[src/rtl/core/rpb_pkg.sv]
// rpb_pkg: shared types and constants of the RGBA pixel blend unit.
// No dependencies; imported by every module under rtl/core.
`default_nettype none

package rpb_pkg;

    // blend mode codes
    typedef logic [2:0] t_mode;

    localparam t_mode MODE_COPY   = 3'd0;
    localparam t_mode MODE_KEEP_A = 3'd1;
    localparam t_mode MODE_FAST_A = 3'd2;
    localparam t_mode MODE_ADD    = 3'd3;
    localparam t_mode MODE_MULADD = 3'd4;
    localparam t_mode MODE_ALPHA  = 3'd5;

    // configuration register indexes
    localparam int unsigned CFG_IDX_W = 1;
    localparam logic [CFG_IDX_W-1:0] REG_BLEND_MODE  = 1'b0;
    localparam logic [CFG_IDX_W-1:0] REG_BLEND_COLOR = 1'b1;

    localparam t_mode       BLEND_MODE_RST  = MODE_COPY;
    localparam logic [31:0] BLEND_COLOR_RST = 32'hFFFF_FFFF;

    localparam logic [7:0] BYTE_MAX   = 8'hFF;
    localparam logic [7:0] MULADD_SAT = 8'hFE;
    localparam logic [4:0] FAST_FULL  = 5'd16;

    // word after the first stage: operands plus the shared alpha products
    typedef struct packed {
        t_mode       mode;
        logic [31:0] src;
        logic [31:0] dst;
        logic [7:0]  a;     // sa * ca >> 8
        logic [23:0] tint;  // blend color R, G, B
        logic [23:0] addc;  // blend color premultiplied by its alpha
        logic [2:0]  mul;   // muladd factor, ca >> 5
    } t_s1;

    // word after the third stage: byte-wise results and bypass operands
    typedef struct packed {
        t_mode       mode;
        logic [31:0] src;
        logic [31:0] dst;
        logic [31:0] fa_pix;  // fast alpha mix
        logic        fa_we;   // fast alpha weight is not zero
        logic [31:0] ma_pix;  // fast muladd
        logic [7:0]  al_top;  // saturated alpha of the full blend
    } t_s3;

endpackage

`default_nettype wire

[src/rtl/core/rpb_front.sv]
// rpb_front: first pipeline stage, blend alpha and premultiplied add color.
// Depends on rpb_pkg.
`default_nettype none

module rpb_front
    import rpb_pkg::*;
(
    input  wire logic        i_clk,
    input  wire t_mode       i_mode,
    input  wire logic [31:0] i_color,
    input  wire logic [31:0] i_src,
    input  wire logic [31:0] i_dst,
    output t_s1              o_s1
);

    t_s1         r_s1;
    t_s1         n_s1;
    logic [15:0] w_pa;
    logic [15:0] w_pc [3];
    logic [7:0]  w_ca;

    always_comb begin
        w_ca = i_color[31:24];
        w_pa = 16'(i_src[31:24]) * 16'(w_ca);
        for (int k = 0; k < 3; k++) begin
            w_pc[k] = 16'(i_color[8*k +: 8]) * 16'(w_ca);
        end

        n_s1.mode = i_mode;
        n_s1.src  = i_src;
        n_s1.dst  = i_dst;
        n_s1.a    = w_pa[15:8];
        n_s1.tint = i_color[23:0];
        n_s1.mul  = w_ca[7:5];
        // an opaque color is used as is
        for (int k = 0; k < 3; k++) begin
            n_s1.addc[8*k +: 8] = (w_ca != BYTE_MAX) ? w_pc[k][15:8] : i_color[8*k +: 8];
        end
    end

    always_ff @(posedge i_clk) begin
        r_s1 <= n_s1;
    end

    assign o_s1 = r_s1;

endmodule

`default_nettype wire

[src/rtl/core/rpb_lane.sv]
// rpb_lane: one color channel, stages two and three of the full alpha blend
// and the additive blend. Depends on rpb_pkg.
`default_nettype none

module rpb_lane
    import rpb_pkg::*;
(
    input  wire logic       i_clk,
    input  wire logic [7:0] i_src_ch,
    input  wire logic [7:0] i_dst_ch,
    input  wire logic [7:0] i_tint_ch,
    input  wire logic [7:0] i_addc_ch,
    input  wire logic [7:0] i_sa,
    input  wire logic [7:0] i_a,
    output logic [7:0]      o_alpha_ch,
    output logic [8:0]      o_add_sum
);

    // stage two: first products
    logic [15:0] r_p_sc;
    logic [15:0] r_p_ss;
    logic [16:0] r_p_dn;
    logic [7:0]  r_a;
    logic [7:0]  r_addc;
    logic [7:0]  r_dst;
    logic [8:0]  w_na;

    // stage three: second products
    logic [25:0] w_al;
    logic [23:0] w_q;
    logic [7:0]  r_alpha_ch;
    logic [8:0]  r_add_sum;

    assign w_na = 9'd256 - 9'(i_a);

    always_ff @(posedge i_clk) begin
        r_p_sc <= 16'(i_src_ch) * 16'(i_tint_ch);
        r_p_ss <= 16'(i_src_ch) * 16'(i_sa);
        r_p_dn <= 17'(i_dst_ch) * 17'(w_na);
        r_a    <= i_a;
        r_addc <= i_addc_ch;
        r_dst  <= i_dst_ch;
    end

    assign w_al = 26'(r_p_sc) * 26'(r_a) + {1'b0, r_p_dn, 8'd0};
    assign w_q  = 24'(r_p_ss) * 24'(r_addc);

    always_ff @(posedge i_clk) begin
        r_alpha_ch <= w_al[23:16];
        r_add_sum  <= 9'(w_q[23:16]) + 9'(r_dst);
    end

    assign o_alpha_ch = r_alpha_ch;
    assign o_add_sum  = r_add_sum;

endmodule

`default_nettype wire

[src/rtl/core/rpb_bytes.sv]
// rpb_bytes: byte-parallel paths (fast alpha, fast muladd, alpha saturation)
// over stages two and three. Depends on rpb_pkg.
`default_nettype none

module rpb_bytes
    import rpb_pkg::*;
(
    input  wire logic i_clk,
    input  wire t_s1  i_s1,
    output t_s3       o_s3
);

    t_s3        r_s2;
    t_s3        r_s3;
    t_s3        n_s2;
    logic [8:0] w_wsum;
    logic [4:0] w_w;
    logic [4:0] w_nw;
    logic [8:0] w_sat;
    logic [7:0] w_fa [4];
    logic [7:0] w_mv [4];

    always_comb begin
        w_wsum = 9'(i_s1.a) + 9'd8;
        w_w    = w_wsum[8:4];
        w_nw   = FAST_FULL - w_w;
        w_sat  = 9'(i_s1.dst[31:24]) + 9'(i_s1.a);

        for (int k = 0; k < 4; k++) begin
            w_fa[k] = 8'(i_s1.src[8*k+4 +: 4]) * 8'(w_w)
                    + 8'(i_s1.dst[8*k+4 +: 4]) * 8'(w_nw);
            w_mv[k] = 8'(i_s1.src[8*k+4 +: 4]) * 8'(i_s1.mul)
                    + 8'(i_s1.dst[8*k+1 +: 7]);
        end

        n_s2.mode = i_s1.mode;
        n_s2.src  = i_s1.src;
        n_s2.dst  = i_s1.dst;
        n_s2.fa_we = (w_w != 5'd0);
        for (int k = 0; k < 4; k++) begin
            n_s2.fa_pix[8*k +: 8] = (w_w == FAST_FULL) ? i_s1.src[8*k +: 8] : w_fa[k];
            // saturate on the top bit, then double
            n_s2.ma_pix[8*k +: 8] = w_mv[k][7] ? MULADD_SAT : {w_mv[k][6:0], 1'b0};
        end
        n_s2.al_top = w_sat[8] ? BYTE_MAX : w_sat[7:0];
    end

    // stage three only holds the word level with the lane products
    always_ff @(posedge i_clk) begin
        r_s2 <= n_s2;
        r_s3 <= r_s2;
    end

    assign o_s3 = r_s3;

endmodule

`default_nettype wire

[src/rtl/core/rpb_sel.sv]
// rpb_sel: final stage, mode select and output register.
// Depends on rpb_pkg.
`default_nettype none

module rpb_sel
    import rpb_pkg::*;
(
    input  wire logic        i_clk,
    input  wire t_s3         i_s3,
    input  wire logic [23:0] i_al_rgb,
    input  wire logic [26:0] i_add_sum,
    output logic [31:0]      o_pixel,
    output logic             o_we
);

    logic [31:0] r_pixel;
    logic        r_we;
    logic [31:0] n_pixel;
    logic        n_we;
    logic [23:0] w_add_rgb;

    always_comb begin
        for (int k = 0; k < 3; k++) begin
            w_add_rgb[8*k +: 8] = i_add_sum[9*k+8] ? BYTE_MAX : i_add_sum[9*k +: 8];
        end

        n_pixel = i_s3.dst;
        n_we    = 1'b1;
        unique case (i_s3.mode)
            MODE_COPY:   n_pixel = i_s3.src;
            MODE_KEEP_A: n_pixel = {i_s3.dst[31:24], i_s3.src[23:0]};
            MODE_FAST_A: begin
                n_pixel = i_s3.fa_we ? i_s3.fa_pix : i_s3.dst;
                n_we    = i_s3.fa_we;
            end
            MODE_ADD:    n_pixel = {8'd0, w_add_rgb};
            MODE_MULADD: n_pixel = i_s3.ma_pix;
            MODE_ALPHA:  n_pixel = {i_s3.al_top, i_al_rgb};
            default: begin
                n_pixel = i_s3.dst;
                n_we    = 1'b0;
            end
        endcase
    end

    always_ff @(posedge i_clk) begin
        r_pixel <= n_pixel;
        r_we    <= n_we;
    end

    assign o_pixel = r_pixel;
    assign o_we    = r_we;

endmodule

`default_nettype wire

[src/rtl/core/rgba_pixel_blend_unit.sv]
// rgba_pixel_blend_unit: four-stage RGBA8888 blender, one pixel word per clock.
// Timing: a word accepted at a rising edge moves through the stage registers of
// rpb_front, rpb_lane and rpb_bytes, and rpb_sel in that order and shows on the outputs
// with o_valid; throughput is one word a cycle outside reset, with no stall ever.
// The depth is set by two chained 8-bit products per channel (s*c*a, s*sa*col).
// Reset (synchronous, active low) drops all words in flight, sets the mode to copy
// and the color to all ones; busy is high only during reset. Results cannot stall.
// Depends on rpb_pkg, rpb_front, rpb_lane, rpb_bytes, rpb_sel.
`default_nettype none

module rgba_pixel_blend_unit
    import rpb_pkg::*;
(
    input  wire logic                 i_clk,
    input  wire logic                 i_rst_n,
    // command side
    input  wire logic                 start,
    output logic                      busy,
    input  wire logic [31:0]          i_src_pixel,
    input  wire logic [31:0]          i_dst_pixel,
    // configuration write port
    input  wire logic                 i_cfg_we,
    input  wire logic [CFG_IDX_W-1:0] i_cfg_idx,
    input  wire logic [31:0]          i_cfg_data,
    // result side
    output logic                      o_valid,
    output logic [31:0]               o_out_pixel,
    output logic                      o_write_enable
);

    t_mode       r_blend_mode;
    logic [31:0] r_blend_color;
    logic [3:0]  r_vld;      // one valid bit per stage, output stage on top
    logic        w_accept;
    t_s1         w_s1;
    t_s3         w_s3;
    logic [23:0] w_al_rgb;
    logic [26:0] w_add_sum;

    // The pipeline never backs up, so only reset holds off new words.
    assign busy     = ~i_rst_n;
    assign w_accept = start & ~busy;

    // Configuration: write straight into the registers, no read-back.
    always_ff @(posedge i_clk) begin
        if (!i_rst_n) begin
            r_blend_mode  <= BLEND_MODE_RST;
            r_blend_color <= BLEND_COLOR_RST;
        end else if (i_cfg_we) begin
            unique case (i_cfg_idx)
                REG_BLEND_MODE:  r_blend_mode  <= i_cfg_data[2:0];
                REG_BLEND_COLOR: r_blend_color <= i_cfg_data;
                default: ;
            endcase
        end
    end

    // Valid bits advance one stage a clock alongside the payload.
    always_ff @(posedge i_clk) begin
        if (!i_rst_n) begin
            r_vld <= '0;
        end else begin
            r_vld <= {r_vld[2:0], w_accept};
        end
    end

    // Stage one: blend alpha, premultiplied add color, operand capture.
    rpb_front u_front (
        .i_clk   (i_clk),
        .i_mode  (r_blend_mode),
        .i_color (r_blend_color),
        .i_src   (i_src_pixel),
        .i_dst   (i_dst_pixel),
        .o_s1    (w_s1)
    );

    // Stages two and three: per-channel multiply chains.
    for (genvar k = 0; k < 3; k++) begin : g_lane
        rpb_lane u_lane (
            .i_clk      (i_clk),
            .i_src_ch   (w_s1.src[8*k +: 8]),
            .i_dst_ch   (w_s1.dst[8*k +: 8]),
            .i_tint_ch  (w_s1.tint[8*k +: 8]),
            .i_addc_ch  (w_s1.addc[8*k +: 8]),
            .i_sa       (w_s1.src[31:24]),
            .i_a        (w_s1.a),
            .o_alpha_ch (w_al_rgb[8*k +: 8]),
            .o_add_sum  (w_add_sum[9*k +: 9])
        );
    end

    // Stages two and three: byte-wise fast paths and alpha saturation.
    rpb_bytes u_bytes (
        .i_clk (i_clk),
        .i_s1  (w_s1),
        .o_s3  (w_s3)
    );

    // Stage four: pick the result of the word's mode and register it.
    rpb_sel u_sel (
        .i_clk     (i_clk),
        .i_s3      (w_s3),
        .i_al_rgb  (w_al_rgb),
        .i_add_sum (w_add_sum),
        .o_pixel   (o_out_pixel),
        .o_we      (o_write_enable)
    );

    assign o_valid = r_vld[3];

    // Each result strobe matches an accepted word, unless reset came between.
    a_latency: assert property (@(posedge i_clk) disable iff (!i_rst_n)
        o_valid == ($past(w_accept, 4) && $past(i_rst_n, 3) && $past(i_rst_n, 2)
                    && $past(i_rst_n, 1)))
        else $error("result strobe does not match accepted word");

    // Only fast alpha or a meaningless mode may suppress the write.
    a_we_mode: assert property (@(posedge i_clk) disable iff (!i_rst_n)
        (o_valid && !o_write_enable) |->
        ($past(w_s3.mode) == MODE_FAST_A || $past(w_s3.mode) > MODE_ALPHA))
        else $error("write suppressed in a writing mode");

    // A suppressed write hands back the destination pixel unchanged.
    a_we_dst: assert property (@(posedge i_clk) disable iff (!i_rst_n)
        (o_valid && !o_write_enable) |-> (o_out_pixel == $past(w_s3.dst)))
        else $error("suppressed write changed the pixel");

    // The additive blend always writes alpha as zero.
    a_add_alpha: assert property (@(posedge i_clk) disable iff (!i_rst_n)
        (o_valid && $past(w_s3.mode) == MODE_ADD) |-> (o_out_pixel[31:24] == 8'd0))
        else $error("additive blend wrote nonzero alpha");

endmodule

`default_nettype wire

[config.mk]
export PLATFORM = sky130hd
export DESIGN_NAME = rgba_pixel_blend_unit
export DESIGN_NICKNAME = d
export VERILOG_FILES = /design/src/rtl/core/rpb_pkg.sv /design/src/rtl/core/rpb_front.sv /design/src/rtl/core/rpb_lane.sv /design/src/rtl/core/rpb_bytes.sv /design/src/rtl/core/rpb_sel.sv /design/src/rtl/core/rgba_pixel_blend_unit.sv
export SDC_FILE = /design/constraint.sdc
export NUM_CORES = 2
export LEC_CHECK = 0
export ABC_AREA = 1
export BUFFER_PORTS_ARGS = -buffer_cell sky130_fd_sc_hd__buf_2
export CAP_MARGIN = 40
export CORE_MARGIN = 4
export CORE_UTILIZATION = 55
export CTS_BUF_LIST = sky130_fd_sc_hd__clkbuf_8
export DETAILED_ROUTE_END_ITERATION = 8
export GPL_TIMING_DRIVEN = 0
export PLACE_DENSITY = 0.76
export SYNTH_ARGS = -nofsm -noshare
export SYNTH_HDL_FRONTEND = slang
export SYNTH_HIERARCHICAL = 1
export SYNTH_SLANG_ARGS = --single-unit
export TNS_END_PERCENT = 20
[constraint.sdc]
create_clock -name i_clk -period 8.4 [get_ports i_clk]
set_clock_uncertainty 0.05 [all_clocks]
set_input_delay 0 -clock i_clk [delete_from_list [all_inputs] [get_ports i_clk]]
set_output_delay 0 -clock i_clk [all_outputs]
set_load 0.02 [all_outputs]
==> Yosys cells after proc, flatten, opt, wreduce, memory -nomap -nowiden <==
Index checks and enable logic that the tools add are counted.
{ "classes": {"addsub": 18, "multipliers": 31, "eq_ne": 7, "mux": 13, "n_bitwise": 3, "n_reduce_logical": 5} }
{ "ops": {"columns": ["op", "count"], "rows": [
  ["$pmux W32 S6", 1],
  ["$mul A8 B8 Y16", 10],
  ["$mul A16 B8 Y24", 6],
  ["$mux W8", 10],
  ["$add A24 B24 Y24", 3],
  ["$mul A4 B5 Y8", 8],
  ["$mul A8 B9 Y16", 3],
  ["$add A8 B8 Y9", 4],
  ["$add A7 B7 Y8", 4],
  ["$add A8 B8 Y8", 4],
  ["$mux W32", 1],
  ["$mul A4 B3 Y7", 4],
  ["$add A8 B4 Y9 const B", 1],
  ["$sub A9 B8 Y9 const A", 1],
  ["$ne A8 B8 Y1 const B", 1],
  ["$eq A3 B2 Y1 const B", 2],
  ["$eq A3 B3 Y1 const B", 2],
  ["$eq A5 B5 Y1 const B", 1],
  ["$reduce_bool A5 Y1", 1],
  ["$reduce_or A5 Y1", 1],
  ["$sub A5 B5 Y5 const A", 1],
  ["$reduce_and A2 Y1", 2],
  ["$eq A3 B1 Y1 const B", 1],
  ["$logic_not A3 Y1", 1],
  ["other kinds (3)", 4]
]} }
{ "word_totals": {"regBits": 729, "input_bits": 101, "word_cells": 129} }

==> Logic depth before layout (Yosys ltp) <==
{ "logic_depth": {"word_depth": 5, "depth_mapped": 35} }

==> Modules after synthesis <==
Netlist, hierarchy kept.
{ "by_module_without_submodules": {"columns": ["mod", "n_inst", "cells_per_inst", "area_each_um2", "seq_area_each_um2"], "rows": [
  ["rpb_lane (g_lane[0].u_lane)", 1, 2353, 17551.8, 1781.7],
  ["rpb_lane (g_lane[2].u_lane)", 1, 2316, 17359.1, 1781.7],
  ["rpb_lane (g_lane[1].u_lane)", 1, 2284, 17267.8, 1781.7],
  ["rpb_bytes", 1, 1531, 13608.1, 5445.2],
  ["rpb_front", 1, 1541, 11732.5, 2522.4],
  ["rpb_sel", 1, 526, 2802.7, 660.6],
  ["rgba_pixel_blend_unit", 1, 174, 1420.1, 780.7]
]} }

==> Worst setup path after synthesis <==
OpenSTA, ideal clock, no wires.
{ "synth_path": {"path_kind": "reg2reg", "startpoint": "register u_front.r_s1, in the netlist u_front/o_s1[55]", "endpoint": "register u_bytes/r_s2[54] in the netlist's numbering", "setup_time_ns": 0.131, "arrival_ns": 5.660, "required_ns": 8.219, "slack_ns": 2.560, "path_stages_with_launch": 24, "period_less_slack_ns": 5.840, "path_cell_list": "dfxtp_1 -> ha_1 -> xnor2_2 -> clkbuf_1 -> ha_1 -> nand2_1 -> nor2_1 -> ha_1 -> clkbuf_1 -> clkbuf_1 -> nand2_1 -> inv_1 -> fa_1 -> fa_1 -> fa_1 -> inv_1 -> fa_1 -> inv_1 -> ha_1 -> a21oi_1 -> o21ai_0 -> or2_2 -> nand3_1 -> o21ai_0"} }
{ "synth_rtl": {"columns": ["item", "line", "text"], "rows": [
  ["start: declaration", "rpb_front.sv:16", "t_s1 r_s1;"],
  ["start signal: assignment", "rpb_front.sv:42", "r_s1 <= n_s1;"],
  ["end signal: assignment", "rpb_bytes.sv:50", "r_s2 <= n_s2;"],
  ["end: declaration", "rpb_bytes.sv:13", "t_s3 r_s2;"]
]} }

==> out/metrics.yaml <==
die_w_um: 394
avgViaCountPerCell: 5.16
synthCells: 10725
postSynthAreaPerCell_um2: 7.62
cts_setup_buffers: 0
status: "finished clean"
die_h_um: 394
rr_endpoint: "u_bytes/r_s2[54]$_DFF_P_"
syn2layout_area_growth_pct: 11.0
crit_path_start_kind: "flip-flop"
io_buffers: 134
dr.pass1.iters: 8
maxCapViolations: 0
worstPathRequired_ps: 9070
grt_pass1_vias: 71059
multi_input_area_mm2: 0.0545
hold_path_class: "in -> reg"
clk_pin_slew_ps: 60
cts_tree: "built"
synthArstFlopShare_pct: 0
cts_max_level: 4
fill_cells: 12660
ant_nets: 0
dieArea_mm2: 0.155
grt-ovfl-total: 0
synth.distinct_cells: 58
ctsResizeCount: 0
vias: 68755
path_max_fanout: 19
cp_top_family: "adder cells"
place_congestion: 0.960
regArea_mm2: 0.0148
cts-hold-fix-buffers: 269
synthesis.area_mm2: 0.0817
drive_above_1_share_pct: 4.99
rr_startpoint: "u_front/o_s1[55]$_DFF_P_"
place_hpwl_mm: 181
crit_chain: "ha_1, xnor2_2, clkbuf_1, ha_1, nand2_1, nor2_1, ha_1, clkbuf_1, clkbuf_1, nand2_1, inv_1, fa_1, fa_1, fa_1, inv_1, fa_1, inv_1, ha_1, a21oi_1, o21ai_0, or2_2, nand3_1, o21ai_0"
slew_viol_final: 0
finalCritPeriodShare_pct: 89.1
critPathBufInv: 6
core_area_mm2: 0.148
wl_per_cell_um: 17.3
drt-initial-drc-count: 5441
critPathCaptureType: "flip-flop"
grt_pass1_wl_mm: 370
synth.most_common_cell: "nand2_1"
start_util_pct: 55.4
synth-edff-count: 0
fmax_ghz: 0.134
min_path_cells: 6
clockBufferDepth: 3
ys_ff_latch: 737
rr_worst_depth: 23
synth-seq-area-share_pct: 18.0
max-slew-margin-rel_pct: 36.8
finalHoldViolations: 0
routed_wl_mm: 230
antenna_found_initial: 18
min_to: "r_blend_mode[0]$_SDFFE_PN0P_"
insertion_delay_ps: 890
cp.arrival_ps: 8160
ys_top_cells_by_area: "fa_1, dfxtp_1, nand2_1"
rows: 141
grt_max_degree: 20
top_level_ports: 136
ys.flop_type: "dfxtp_1"
yosysTopAreaCell: "fa_1"
cts_sinks: 737
r2r_slack_ps: 910
hp-start: "i_cfg_we"
yosys_warnings: 6
drc: 0
cts_buffers: 133
worstMarginPinSlew_ps: 948
grtUsageTotal_pct: 29.9
synthTopCellsByCount: "nand2_1, inv_1, fa_1"
fin_nets: 13378
setup_violations: 0
synthDominantCellAreaShare_pct: 27.9
max_stage_delay_ps: 860
crit_path_top_delay_cell: "dfxtp_2"
rsz0062_at_grt: "no"
root_buffer: "clkbuf_8"
fin_crit_ps: 7490
setup_tns_ps: 0
crit_type: "reg -> reg"
==> worst reg2reg max path, delay by kind of cell, from the launching register on <==
kind | cells | cell delay (ps)
AO/OA/AOI/OAI | 3 | 480
XOR/XNOR | 1 | 300
adder cells (fa/ha/maj) | 8 | 3170
buffers and inverters | 6 | 1730
flip-flops | 1 | 860
AND/OR/NAND/NOR | 5 | 760
==> layer usage <==
metal,part of all wire [%],global-route usage (%)
met1,40,38.2
met2,46,49.2
met3,8.4,5.85
met4,5.1,13.9
met5,0.025,0
==> worst max path at each step <==
stage                                   from                       end  depth (start not counted)
floorplan           u_front/o_s1[55]$_DFF_P_  u_bytes/r_s2[54]$_DFF_P_                         23
finish              u_front/o_s1[55]$_DFF_P_  u_bytes/r_s2[54]$_DFF_P_                         23
global placement    u_front/o_s1[55]$_DFF_P_  u_bytes/r_s2[54]$_DFF_P_                         23
detailed placement  u_front/o_s1[55]$_DFF_P_  u_bytes/r_s2[54]$_DFF_P_                         23
global route        u_front/o_s1[55]$_DFF_P_  u_bytes/r_s2[62]$_DFF_P_                         23
CTS                 u_front/o_s1[55]$_DFF_P_  u_bytes/r_s2[70]$_DFF_P_                         23
==> layout make-up <==
cell class	instances	share of cell area [%]
Multi-Input combinational cell	6717	60.1
Sequential cell	737	16.3
Inverter	2854	11.8
Timing Repair Buffer	416	3.98
Tap cell	1930	2.66
Clock buffer	159	2.41
Buffer	420	1.94
Clock inverter	79	0.837
Antenna cell	8	0.0221
==> cells by family after synthesis <==
family / after synthesis / share of synthesized area [%]
AND/OR/NAND/NOR: 3937 / 19.5
buffers and inverters: 3274 / 15.3
other: 1 / 0.00459
flip-flops: 737 / 18.0
XOR/XNOR: 196 / 2.20
AO/OA/AOI/OAI: 582 / 3.99
adder cells (fa/ha/maj): 1998 / 41.0
==> flip-flops by register name (all words and copies together), names as in the netlist <==
name and cells:
u_bytes/o_s3 136, u_bytes/r_s2 136, u_front/o_s1 126, g_lane.u_lane/r_p_dn 48
g_lane.u_lane/r_p_sc 48, g_lane.u_lane/r_p_ss 48, r_blend_color 32, u_sel/o_pixel 32
g_lane.u_lane/o_add_sum 27, g_lane.u_lane/o_alpha_ch 24, g_lane.u_lane/r_a 24, g_lane.u_lane/r_addc 24
g_lane.u_lane/r_dst 24, r_vld 4, r_blend_mode 3, u_sel/o_we 1
==> cells in the final DEF, fill, tap and decap left out, drive strengths merged, types with 88 or more instances in the layout <==
cell         synthesis  routed
fa                1139    1139
o21ai              158     158
ha                 859     859
inv               2852    2886
xnor2               88      88
buf                 65     212
nor2               466     466
nand3              341     341
dfxtp              737     737
xor2               108     108
nand2             2945    2945
clkbuf             355     514
dlygate4sd3          0     269
a21oi              303     303
==> stage by stage <==
step | std cells | worst slack (ps) | utilization [%] | cell area, um2 | hold slack [ps]
3_5_place_dp | 12803 | 1040 | 57.6 | 85100 | 53.6
2_1_floorplan | 10728 | 2560 | - | 81800 | -22.3
3_3_place_gp | 12792 | 534 | 57.5 | 84800 | 51.9
6_report | 13320 | 915 | 61.5 | 90800 | 83.0
5_1_grt | 13316 | 678 | 61.5 | 90700 | 46.0
4_1_cts | 13310 | 1040 | 61.4 | 90700 | 3.81
Power is not shown: default switching activity piles up to over one toggle a cycle in this logic, so the estimate is an artifact.
